File: src/hw/rtl/mm_pkg.sv
// Shared types, constants and helpers for the matrix multiply block.
package mm_pkg;

   // Store geometry
   localparam int MAX_DIM = 8;
   localparam int IDX_W   = $clog2(MAX_DIM);
   localparam int ADDR_W  = 2 * IDX_W;
   localparam int DEPTH   = MAX_DIM * MAX_DIM;

   // Field widths
   localparam int DIM_W     = 4;
   localparam int VALUE_W   = 16;
   localparam int MUL_W     = 2 * VALUE_W;
   localparam int PROD_W    = 35;
   localparam int CSR_IDX_W = 2;

   // Register indexes
   localparam logic [CSR_IDX_W-1:0] CSR_ROWS_A    = 2'd0;
   localparam logic [CSR_IDX_W-1:0] CSR_INNER_DIM = 2'd1;
   localparam logic [CSR_IDX_W-1:0] CSR_COLS_B    = 2'd2;

   localparam logic [DIM_W-1:0] DIM_RESET = DIM_W'(MAX_DIM);

   typedef enum logic [1:0] {
      ACT_LOAD_A  = 2'd0,
      ACT_LOAD_B  = 2'd1,
      ACT_COMPUTE = 2'd2
   } action_type;

   typedef enum logic [1:0] {
      ST_IDLE,
      ST_RUN,
      ST_DRAIN
   } state_type;

   typedef struct packed {
      action_type                 action;
      logic [2:0]                 row;
      logic [2:0]                 col;
      logic signed [VALUE_W-1:0]  value;
   } req_type;

   typedef struct packed {
      logic signed [PROD_W-1:0]   product;
      logic [2:0]                 out_row;
      logic [2:0]                 out_col;
      logic                       last;
   } rsp_type;

   // One multiply-accumulate step as it moves down the pipe
   typedef struct packed {
      logic             valid;
      logic             first;   // first term of a dot product
      logic             last_k;  // final term of a dot product
      logic             last;    // final element of the run
      logic [IDX_W-1:0] row;
      logic [IDX_W-1:0] col;
   } beat_type;

   // Store port control from the sequencer
   typedef struct packed {
      logic              wr_a;
      logic              wr_b;
      logic [ADDR_W-1:0] wr_addr;
      logic [ADDR_W-1:0] rd_addr_a;
      logic [ADDR_W-1:0] rd_addr_b;
   } store_ctl_type;

   // Zero counts as one, anything above the store size as the store size
   function automatic logic [DIM_W-1:0] clamp_dim(input logic [DIM_W-1:0] v);
      logic [DIM_W-1:0] res;
      res = v;
      if (v == '0) begin
         res = DIM_W'(1);
      end else if (v > DIM_W'(MAX_DIM)) begin
         res = DIM_W'(MAX_DIM);
      end
      return res;
   endfunction

endpackage

File: src/hw/rtl/matrix_multiply.sv
// Top level of the matrix multiply block.
//
// Usage: req_ carries items. A load item (action load A or load B) writes
// one Q4.12 element at (row, col) into the A or B store. A compute item
// makes the block emit, on rsp_, every element of C = A * B in row-major
// order as an exact Q11.24 dot product; the final one has last. Dimensions
// come from the csr_ write port (rows_a, inner_dim, cols_b). A compute item
// runs rows_a * cols_b * inner_dim multiply-accumulate terms through the
// single multiply-accumulate unit, then drains the pipe; each element of C
// is sent once its last term is summed. req_stall is high for the whole
// run; a following item is taken while the last result still waits.
// While the receiver holds rsp_stall with a result pending, the whole
// multiply pipe freezes and resumes without loss.
// Reset clears control state and sets all dimensions to 8; the element
// stores hold no defined value until loaded, and no clearing pass runs.
module matrix_multiply (
   input  logic                          clock,
   input  logic                          reset,
   input  logic                          req_valid,
   output logic                          req_stall,
   input  mm_pkg::req_type               req,
   output logic                          rsp_valid,
   input  logic                          rsp_stall,
   output mm_pkg::rsp_type               rsp,
   input  logic                          csr_we,
   input  logic [mm_pkg::CSR_IDX_W-1:0]  csr_index,
   input  logic [mm_pkg::DIM_W-1:0]      csr_wdata
);
   import mm_pkg::*;

   beat_type                  beat;
   store_ctl_type             ctl;
   logic                      adv, pipe_busy;
   logic signed [VALUE_W-1:0] a_data, b_data;

   mm_seq u_seq (
      .clock     (clock),
      .reset     (reset),
      .req_valid (req_valid),
      .req       (req),
      .req_stall (req_stall),
      .csr_we    (csr_we),
      .csr_index (csr_index),
      .csr_wdata (csr_wdata),
      .adv       (adv),
      .pipe_busy (pipe_busy),
      .beat      (beat),
      .ctl       (ctl)
   );

   mm_stores u_stores (
      .clock   (clock),
      .ctl     (ctl),
      .wr_data (req.value),
      .rd_en   (adv),
      .a_data  (a_data),
      .b_data  (b_data)
   );

   mm_mac u_mac (
      .clock     (clock),
      .reset     (reset),
      .beat      (beat),
      .a_data    (a_data),
      .b_data    (b_data),
      .adv       (adv),
      .pipe_busy (pipe_busy),
      .rsp_valid (rsp_valid),
      .rsp_stall (rsp_stall),
      .rsp       (rsp)
   );

   // A compute item closes the intake on the next cycle
   a_compute_busy: assert property (@(posedge clock) disable iff (reset)
      req_valid && !req_stall && req.action == ACT_COMPUTE |=> req_stall)
      else $error("intake open after compute item");

   // Intake only reopens once the multiply pipe is empty
   a_idle_empty: assert property (@(posedge clock) disable iff (reset)
      !req_stall |-> !pipe_busy)
      else $error("intake open with work in the pipe");

   // The intake closes only because a compute item was taken
   a_busy_cause: assert property (@(posedge clock) disable iff (reset)
      $rose(req_stall) |-> $past(req_valid && req.action == ACT_COMPUTE))
      else $error("intake closed without a compute item");

endmodule

File: src/hw/rtl/mm_stores.sv
// Element stores for matrix A and matrix B, one write and one read port each.
module mm_stores (
   input  logic                                 clock,
   input  mm_pkg::store_ctl_type                ctl,
   input  logic signed [mm_pkg::VALUE_W-1:0]    wr_data,
   input  logic                                 rd_en,
   output logic signed [mm_pkg::VALUE_W-1:0]    a_data,
   output logic signed [mm_pkg::VALUE_W-1:0]    b_data
);
   import mm_pkg::*;

   logic [VALUE_W-1:0] store_a_ff [DEPTH];
   logic [VALUE_W-1:0] store_b_ff [DEPTH];
   logic [VALUE_W-1:0] a_rd_ff;
   logic [VALUE_W-1:0] b_rd_ff;

   // Loads
   always_ff @(posedge clock) begin
      if (ctl.wr_a) begin
         store_a_ff[ctl.wr_addr] <= wr_data;
      end
      if (ctl.wr_b) begin
         store_b_ff[ctl.wr_addr] <= wr_data;
      end
   end

   // Registered reads, held while the pipe is frozen
   always_ff @(posedge clock) begin
      if (rd_en) begin
         a_rd_ff <= store_a_ff[ctl.rd_addr_a];
         b_rd_ff <= store_b_ff[ctl.rd_addr_b];
      end
   end

   assign a_data = signed'(a_rd_ff);
   assign b_data = signed'(b_rd_ff);

endmodule

File: src/hw/rtl/mm_seq.sv
// Sequencer: dimension registers, item intake and the row/column/term counters.
module mm_seq (
   input  logic                             clock,
   input  logic                             reset,
   input  logic                             req_valid,
   input  mm_pkg::req_type                  req,
   output logic                             req_stall,
   input  logic                             csr_we,
   input  logic [mm_pkg::CSR_IDX_W-1:0]     csr_index,
   input  logic [mm_pkg::DIM_W-1:0]         csr_wdata,
   input  logic                             adv,
   input  logic                             pipe_busy,
   output mm_pkg::beat_type                 beat,
   output mm_pkg::store_ctl_type            ctl
);
   import mm_pkg::*;

   state_type        state_ff, state_in;
   logic [DIM_W-1:0] rows_a_ff, inner_dim_ff, cols_b_ff;
   logic [DIM_W-1:0] nr_ff, nk_ff, nc_ff;
   logic [DIM_W-1:0] nr_in, nk_in, nc_in;
   logic [IDX_W-1:0] r_ff, c_ff, k_ff;
   logic [IDX_W-1:0] r_in, c_in, k_in;
   logic             accept, start;
   logic             r_last, c_last, k_last;

   assign accept = req_valid && !req_stall;
   assign start  = accept && (req.action == ACT_COMPUTE);

   assign r_last = (r_ff == IDX_W'(nr_ff - DIM_W'(1)));
   assign c_last = (c_ff == IDX_W'(nc_ff - DIM_W'(1)));
   assign k_last = (k_ff == IDX_W'(nk_ff - DIM_W'(1)));

   // Configuration registers
   always_ff @(posedge clock) begin
      if (reset) begin
         rows_a_ff    <= DIM_RESET;
         inner_dim_ff <= DIM_RESET;
         cols_b_ff    <= DIM_RESET;
      end else if (csr_we) begin
         case (csr_index)
            CSR_ROWS_A:    rows_a_ff    <= csr_wdata;
            CSR_INNER_DIM: inner_dim_ff <= csr_wdata;
            CSR_COLS_B:    cols_b_ff    <= csr_wdata;
            default: ;
         endcase
      end
   end

   // Counters: term innermost, then column, then row
   always_comb begin
      nr_in = nr_ff;
      nk_in = nk_ff;
      nc_in = nc_ff;
      r_in  = r_ff;
      c_in  = c_ff;
      k_in  = k_ff;
      if (start) begin
         nr_in = clamp_dim(rows_a_ff);
         nk_in = clamp_dim(inner_dim_ff);
         nc_in = clamp_dim(cols_b_ff);
         r_in  = '0;
         c_in  = '0;
         k_in  = '0;
      end else if (state_ff == ST_RUN && adv) begin
         if (k_last) begin
            k_in = '0;
            if (c_last) begin
               c_in = '0;
               r_in = r_ff + IDX_W'(1);
            end else begin
               c_in = c_ff + IDX_W'(1);
            end
         end else begin
            k_in = k_ff + IDX_W'(1);
         end
      end
   end

   always_ff @(posedge clock) begin
      nr_ff <= nr_in;
      nk_ff <= nk_in;
      nc_ff <= nc_in;
      r_ff  <= r_in;
      c_ff  <= c_in;
      k_ff  <= k_in;
   end

   // Next state
   always_comb begin
      state_in = state_ff;
      case (state_ff)
         ST_IDLE: begin
            if (start) begin
               state_in = ST_RUN;
            end
         end
         ST_RUN: begin
            if (adv && r_last && c_last && k_last) begin
               state_in = ST_DRAIN;
            end
         end
         ST_DRAIN: begin
            if (!pipe_busy) begin
               state_in = ST_IDLE;
            end
         end
         default: state_in = ST_IDLE;
      endcase
   end

   always_ff @(posedge clock) begin
      if (reset) begin
         state_ff <= ST_IDLE;
      end else begin
         state_ff <= state_in;
      end
   end

   // Outputs
   always_comb begin
      req_stall     = (state_ff != ST_IDLE);
      beat.valid    = (state_ff == ST_RUN);
      beat.first    = (k_ff == '0);
      beat.last_k   = k_last;
      beat.last     = r_last && c_last;
      beat.row      = r_ff;
      beat.col      = c_ff;
      ctl.wr_a      = accept && (req.action == ACT_LOAD_A);
      ctl.wr_b      = accept && (req.action == ACT_LOAD_B);
      ctl.wr_addr   = {IDX_W'(req.row), IDX_W'(req.col)};
      ctl.rd_addr_a = {r_ff, k_ff};
      ctl.rd_addr_b = {k_ff, c_ff};
   end

endmodule

File: src/hw/rtl/mm_mac.sv
// Shared multiply-accumulate unit and result register.
module mm_mac (
   input  logic                                 clock,
   input  logic                                 reset,
   input  mm_pkg::beat_type                     beat,
   input  logic signed [mm_pkg::VALUE_W-1:0]    a_data,
   input  logic signed [mm_pkg::VALUE_W-1:0]    b_data,
   output logic                                 adv,
   output logic                                 pipe_busy,
   output logic                                 rsp_valid,
   input  logic                                 rsp_stall,
   output mm_pkg::rsp_type                      rsp
);
   import mm_pkg::*;

   beat_type                 beat_s1_ff, beat_s2_ff;
   logic signed [MUL_W-1:0]  mul_ff;
   logic signed [PROD_W-1:0] acc_ff, acc_in;
   rsp_type                  rsp_ff;
   logic                     rsp_valid_ff, rsp_valid_in;
   logic                     finish;

   // Whole pipe freezes while a finished item waits on a stalled receiver
   assign adv       = !(rsp_valid_ff && rsp_stall);
   assign pipe_busy = beat_s1_ff.valid || beat_s2_ff.valid;
   assign finish    = adv && beat_s2_ff.valid && beat_s2_ff.last_k;

   assign acc_in = beat_s2_ff.first ? PROD_W'(mul_ff) : acc_ff + PROD_W'(mul_ff);

   always_comb begin
      rsp_valid_in = rsp_valid_ff;
      if (finish) begin
         rsp_valid_in = 1'b1;
      end else if (rsp_valid_ff && !rsp_stall) begin
         rsp_valid_in = 1'b0;
      end
   end

   // Step flags
   always_ff @(posedge clock) begin
      if (reset) begin
         beat_s1_ff   <= '0;
         beat_s2_ff   <= '0;
         rsp_valid_ff <= 1'b0;
      end else begin
         if (adv) begin
            beat_s1_ff <= beat;
            beat_s2_ff <= beat_s1_ff;
         end
         rsp_valid_ff <= rsp_valid_in;
      end
   end

   // Multiply, accumulate, result payload
   always_ff @(posedge clock) begin
      if (adv) begin
         mul_ff <= a_data * b_data;
         if (beat_s2_ff.valid) begin
            acc_ff <= acc_in;
         end
      end
      if (finish) begin
         rsp_ff.product <= acc_in;
         rsp_ff.out_row <= 3'(beat_s2_ff.row);
         rsp_ff.out_col <= 3'(beat_s2_ff.col);
         rsp_ff.last    <= beat_s2_ff.last;
      end
   end

   assign rsp_valid = rsp_valid_ff;
   assign rsp       = rsp_ff;

endmodule
File: config.mk
export PLATFORM = sky130hd
export DESIGN_NAME = matrix_multiply
export DESIGN_NICKNAME = d
export VERILOG_FILES = /design/src/hw/rtl/mm_pkg.sv /design/src/hw/rtl/matrix_multiply.sv /design/src/hw/rtl/mm_stores.sv /design/src/hw/rtl/mm_seq.sv /design/src/hw/rtl/mm_mac.sv
export SDC_FILE = /design/constraint.sdc
export NUM_CORES = 2
export LEC_CHECK = 0
export ABC_AREA = 1
export BUFFER_PORTS_ARGS = -buffer_cell sky130_fd_sc_hd__buf_2
export CORE_ASPECT_RATIO = 0.6
export CORE_MARGIN = 3
export CORE_UTILIZATION = 27
export DETAILED_ROUTE_END_ITERATION = 16
export HOLD_SLACK_MARGIN = 0.08
export SLEW_MARGIN = 20
export SYNTH_ARGS = -nofsm -noshare
export SYNTH_HDL_FRONTEND = slang
export SYNTH_SLANG_ARGS = --single-unit
File: constraint.sdc
create_clock -name clock -period 6 [get_ports clock]
set_input_delay 0.3 -clock clock [delete_from_list [all_inputs] [get_ports clock]]
set_output_delay 0.3 -clock clock [all_outputs]
set_load 0.1 [all_outputs]
Yosys cells after proc, flatten, opt, wreduce, memory -nomap -nowiden
Memory sizes are Yosys's and may differ from the RTL's. A register that Yosys moved wholly into a read port is not among the register bits. Cells that the tools add are included.

Register bits after elaboration: 162. Bits in latches: 0. Memory bits (writable): 2048. ROM bits: 0. Output and inout port bits: 44. Memories: 2.

$add $sub $neg: 7. Multiply operators: 1. Divide/modulo/power cells: 0. Order comparisons: 3. Equal/unequal tests: 12. Shift operators: 0. Muxes and demuxes: 16. Bitwise gates (word level): 1. Reduce and logical (&&, ||, !) cells: 38.

Memory list: u_stores.store_a_ff (words 64, width 16, read ports 1, clocked after memory_dff 1, write ports 1, RTL line mm_stores.sv:12) `logic [VALUE_W-1:0] store_a_ff [DEPTH];`; u_stores.store_b_ff (words 64, width 16, read ports 1, clocked after memory_dff 1, write ports 1, RTL line mm_stores.sv:13) `logic [VALUE_W-1:0] store_b_ff [DEPTH];`.

Operators with widths (count): 35-bit by 32-bit adder with 35-bit output (1); 35-bit two-way mux (1); 16-bit by 16-bit multiplier with 32-bit output (1); 1-bit logical AND (13); 4-bit greater-than comparator (second input constant) (3); 4-bit zero test (3); 2-bit AND reduction (5); 3-bit by 1-bit adder with 3-bit output (second input constant) (3); 3-bit == test (3); 1-bit two-way mux (9); 3-bit by 1-bit subtractor with 3-bit output (second input constant) (3); 2-bit by 1-bit == test with 1-bit output (second input constant) (3); 2-bit == test (second input constant) (3); 2-bit zero test (3); 2-bit two-way mux (3); 3-bit two-way mux (2); 2-bit case mux with 3 select lines (1); 3-bit AND reduction (2); 2-bit OR reduction (3); 1-bit zero test (5); 2-bit != test (second input constant) (2); 2-bit nonzero test (2); 3-bit zero test (1); 2-bit by 1-bit != test with 1-bit output (second input constant) (1); 2 further kinds (2).

Logic depth before layout (Yosys ltp)
Depth after elaboration: 7. Mapped depth: 27. Depth with buffers taken out: 26.

By module
From an unflattened synthesis, not the netlist that was laid out.

Cell total of the unflattened synthesis: 9455. Area, all modules: 103918.4 um^2.

Modules (own cells, without submodules): mm_stores (times used 1, cells each 7043, area an instance 84593.6 um^2, sequential area each 62459.9 um^2); mm_mac (times used 1, cells each 2177, area an instance 17525.6 um^2, sequential area each 3693.5 um^2); mm_seq (times used 1, cells each 235, area an instance 1799.2 um^2, sequential area each 730.7 um^2).

Worst setup path after synthesis
No wires, ideal clock.

Path kind: reg-to-reg. From: register u_stores.b_rd_ff[2] (netlist: u_stores.b_data[2]) (read register of u_stores.store_b_ff). To: register u_mac.mul_ff[31] (data pin). Setup time: 0.252 ns. Arrival time: 5.553 ns. Required time: 5.748 ns. Slack: 0.195 ns. Stages on the path, launching flop included: 24. Buffers on the path: 2. Period minus slack after synthesis: 5.805 ns. Cells stage by stage: edfxtp_1 -> clkbuf_1 -> clkbuf_1 -> nand2_1 -> inv_1 -> fa_1 -> fa_1 -> inv_1 -> fa_1 -> fa_1 -> inv_1 -> fa_1 -> inv_1 -> fa_1 -> inv_1 -> ha_1 -> nand2_1 -> nor2_1 -> nand2_1 -> or2_2 -> nand3_1 -> inv_1 -> nand2_1 -> nand2_1.

Cells in the longest elaborated chain, start to end: 1.

RTL lines: start: declaration (RTL line mm_stores.sv:15) `logic [VALUE_W-1:0] b_rd_ff;`; 16-bit by 16-bit multiplier with 32-bit output (RTL line mm_mac.sv:57) `mul_ff <= a_data * b_data;`; end signal: assignment (RTL line mm_mac.sv:57); end: declaration (RTL line mm_mac.sv:17) `logic signed [MUL_W-1:0] mul_ff;`.

Every way passes these cells. A chain may end at the register's enable or synchronous reset.

Final worst setup path
From: register u_stores.a_rd_ff[11] (netlist: u_stores.a_data[11]) (read register of u_stores.store_a_ff). To: register u_mac.mul_ff[21] (data pin).

Cells in the longest elaborated chain, start to end: 1.

RTL lines: start: declaration (RTL line mm_stores.sv:14) `logic [VALUE_W-1:0] a_rd_ff;`; 16-bit by 16-bit multiplier with 32-bit output (RTL line mm_mac.sv:57).

Every way passes these cells.

==> impl_results.md <==
- CORE AREA: ~370000 sq um
- Global Route Usage Sum: between 10% and 20%
- Post-synth cell types: 38
- Mapped Cells: around 9000
- Cell row count: about 170
- Layout area overhead: 13.9%
- Req. time, crit path: roughly 6.6 ns
- Initial antenna violation count: 27
- DRC viols: 0
- MaxCap Viol Count: 0
- H-tree depth: 4
- Most frequent cells in the layout: 2198 x edfxtp_1, 1543 x nand2_1, 1202 x nor2_1
- Largest stage delay on the critical path: approximately 0.55 ns
- Top Ports: a little under 80
- Synth Area in Compound Gates: a little under a tenth
- Most common cell after layout, fill and taps aside: edfxtp_1
- Count of flip-flops with a built-in enable after synthesis: between 2000 and 2500
- Die H: 480 microns
- Wire per inst: about 21 microns
- Final Hold Fails: 0
- Slew @ Worst Pin: around 1.2 ns
- Syn_area_per_cell: about 11 sq um
- FF-to-FF setup slack: 0.14 ns
- Post-DP HPWL: between 150000 and 200000 microns
- Initial Util: 27.2%
- Post-synthesis sequential area ratio: about 66%
- CTS Root Cell: clkbuf_16
- Worst Path Buf+Inv: 8
- Xor-xnor portion of the synthesized cell area: 0.425%
- DR vias: slightly below 70000
- TritonCTS clock tree: yes
- Vias in the first global route: about 63000
- Largest family of logic cells by synthesized area: simple AND/OR/NAND/NOR gates
- Final clock skew: roughly 0.094 ns
- Initial drt markers: 9116
- Setup crit end kind: register
- Fmax: 171 MHz
- Via density: about 4.9
- Slowest cell on crit path: edfxtp_1
- Crit Path Class: register to register
- Crit path DAT: 6.44 ns
- Final WL: between 200000 and 300000 microns
- CP top delay family: adder cells
- Worst-Skew Late Latency: 0.88 ns
- Crit path cell chain: buf_4 > nand2_1 > inv_1 > fa_1 > inv_1 > fa_1 > inv_1 > fa_1 > fa_1 > fa_1 > inv_1 > fa_1 > inv_1 > ha_1 > buf_4 > nand2_1 > nor2_2 > inv_1 > nor2_2 > nand4_1 > nand2_1 > xor2_1
- Input/output buffers: 78
- Startpoint Class: register
- Net count after synthesis: 9224
- Setup violators final: 0
- Die width: between 700 and 800 microns
- RSZ-0062 raised after global routing: yes
- DR pass1 iterations: 6
- Hold WC Path Type: primary input to register
- Synth Area in Simple Gates: 12.9%
- Nets: 9307
- Antenna-violating nets left: 0
- Status: finished clean
- Syn Std Cell Area: 101000 sq um
- Post-synthesis mux area share: 0%
- Syn. warnings: 0
- Fin. max-slew vios: 0
- Most used flip-flop cell after synthesis: edfxtp_1
- Max-slew headroom: between 20% and 30%
- TritonCTS buffer count: just over 200
- Clock Path Buffers: 4
- Number of synthesized register bits: between 2000 and 2500
- Minimum clock period: about 5.9 ns
- Global-route wire length before repair: roughly 440000 microns
- Routability Congestion: approximately 0.93
- Post-Synth Adder-Cell Area: a little under 7%
- Reg clk slew, reported paths: approximately 0.070 ns
- Final period util: 97.6%
- TritonCTS sink count: ~2200
- Max Fanout on Critical Path: 8
- DIE AREA: about 380000 sq um
- Post-synth ARST share: 0%
- GRT overflow: 0
- Largest net degree at the start of global routing: roughly 170
- WHS: approximately 0.10 ns
- Proportion of layout cells with a drive suffix above 1: under 10%
[routing by layer]
| layer | vias to the layer above | track usage (%) | share of wire (%) |
|---|---|---|---|
| met5 | - | 0.420 | 0.0090 |
| met4 | 4 | 2.98 | 2.0 |
| met3 | 339 | 5.76 | 14 |
| met2 | 3333 | 19.6 | 38 |
| met1 | 33800 | 23.3 | 46 |
| li1 | 30800 | - | - |
[cells in the mapped netlist, types with 9 or more instances]
| library cell | number | area [sq um] |
|---|---|---|
| edfxtp_1 | 2198 | 66000 |
| nand2_1 | 1547 | 5810 |
| nor2_1 | 1268 | 4760 |
| o21ai_0 | 1030 | 5150 |
| inv_1 | 585 | 2200 |
| o22ai_1 | 496 | 3100 |
| nand3_1 | 397 | 1990 |
| clkbuf_1 | 339 | 1270 |
| fa_1 | 263 | 5270 |
| ha_1 | 123 | 1540 |
| a21oi_1 | 118 | 591 |
| buf_2 | 116 | 581 |
| o21ai_1 | 47 | 235 |
| dfxtp_1 | 44 | 881 |
| buf_1 | 41 | 154 |
| nor3_1 | 34 | 170 |
| xor2_1 | 30 | 263 |
| buf_6 | 20 | 225 |
| xnor2_1 | 19 | 166 |
| nand4_1 | 15 | 93.8 |
| or2_2 | 15 | 93.8 |
| o21bai_1 | 13 | 97.6 |
| buf_4 | 9 | 67.6 |
| nand3b_1 | 9 | 67.6 |
[through the flow]
stage / area [sq um] / instances / setup TNS, ns / setup slack [ns] / util [%]
finish: 115000 / 14000 / 0 / 0.143 / 31.0
floorplan: 101000 / 8803 / 0 / 0.195 / -
global route: 115000 / 14000 / -0.0496 / -0.0216 / 31.0
detailed placement: 108000 / 13600 / -0.0738 / -0.0523 / 29.1
global placement: 108000 / 13600 / -0.00668 / -0.00668 / 29.1
CTS: 115000 / 14000 / 0 / 0.00248 / 30.9
[area by class of cell]
class | count | area (sq um)
flip-flops and latches | 2242 | 66900
well taps | 4987 | 6240
inverters | 592 | 2270
clock buffers | 246 | 5270
multi-input cells | 5441 | 30000
diodes | 9 | 22.5
clock inverters | 114 | 1030
repair buffers | 407 | 3300
fillers | 37400 | 256000
[cells by family (layout without fill, tap and decap cells)]
logic type | count (synthesis) | count (layout)
compound gates | 1717 | 1717
xor+xnor | 49 | 49
fa+ha+maj | 386 | 386
buf+inv | 1120 | 1359
flops | 2242 | 2242
other cells | 0 | 9
simple gates | 3289 | 3289
[path summary, 6_finish.rpt]
kind                                          start                   endpoint  depth (start not counted)
worst max register to register  u_stores.a_data[11]           u_mac.mul_ff[21]                         22
worst min-delay path                         req[3]  u_stores.store_b_ff[6][3]                          1
worst min register to register  u_mac.beat_s2_ff[1]               u_mac.rsp[2]                          0
worst max-delay path            u_stores.a_data[11]           u_mac.mul_ff[21]                         22
[sequential cells by signal, summed over array words and instances, names as in the netlist, 4 cells and up]
| register | cells |
|---|---|
| u_stores.store_a_ff | 1024 |
| u_stores.store_b_ff | 1024 |
| u_mac.rsp | 42 |
| u_mac.acc_ff | 35 |
| u_mac.mul_ff | 32 |
| u_stores.a_data | 16 |
| u_stores.b_data | 16 |
| u_mac.beat_s1_ff | 10 |
| u_mac.beat_s2_ff | 10 |
| u_seq.cols_b_ff | 4 |
| u_seq.inner_dim_ff | 4 |
| u_seq.rows_a_ff | 4 |
[repair_timing]
action,4_1_cts,5_1_grt
hold buffers,36,0
endpoints found under the hold margin,524,0
buffers inserted,0,21
setup endpoints to repair,2,18
pin swaps,0,4
gates resized for setup,1,37
Power is left out: the tool's default activity adds up to more than one toggle a clock period on the data nets, which glitch-free logic cannot reach.
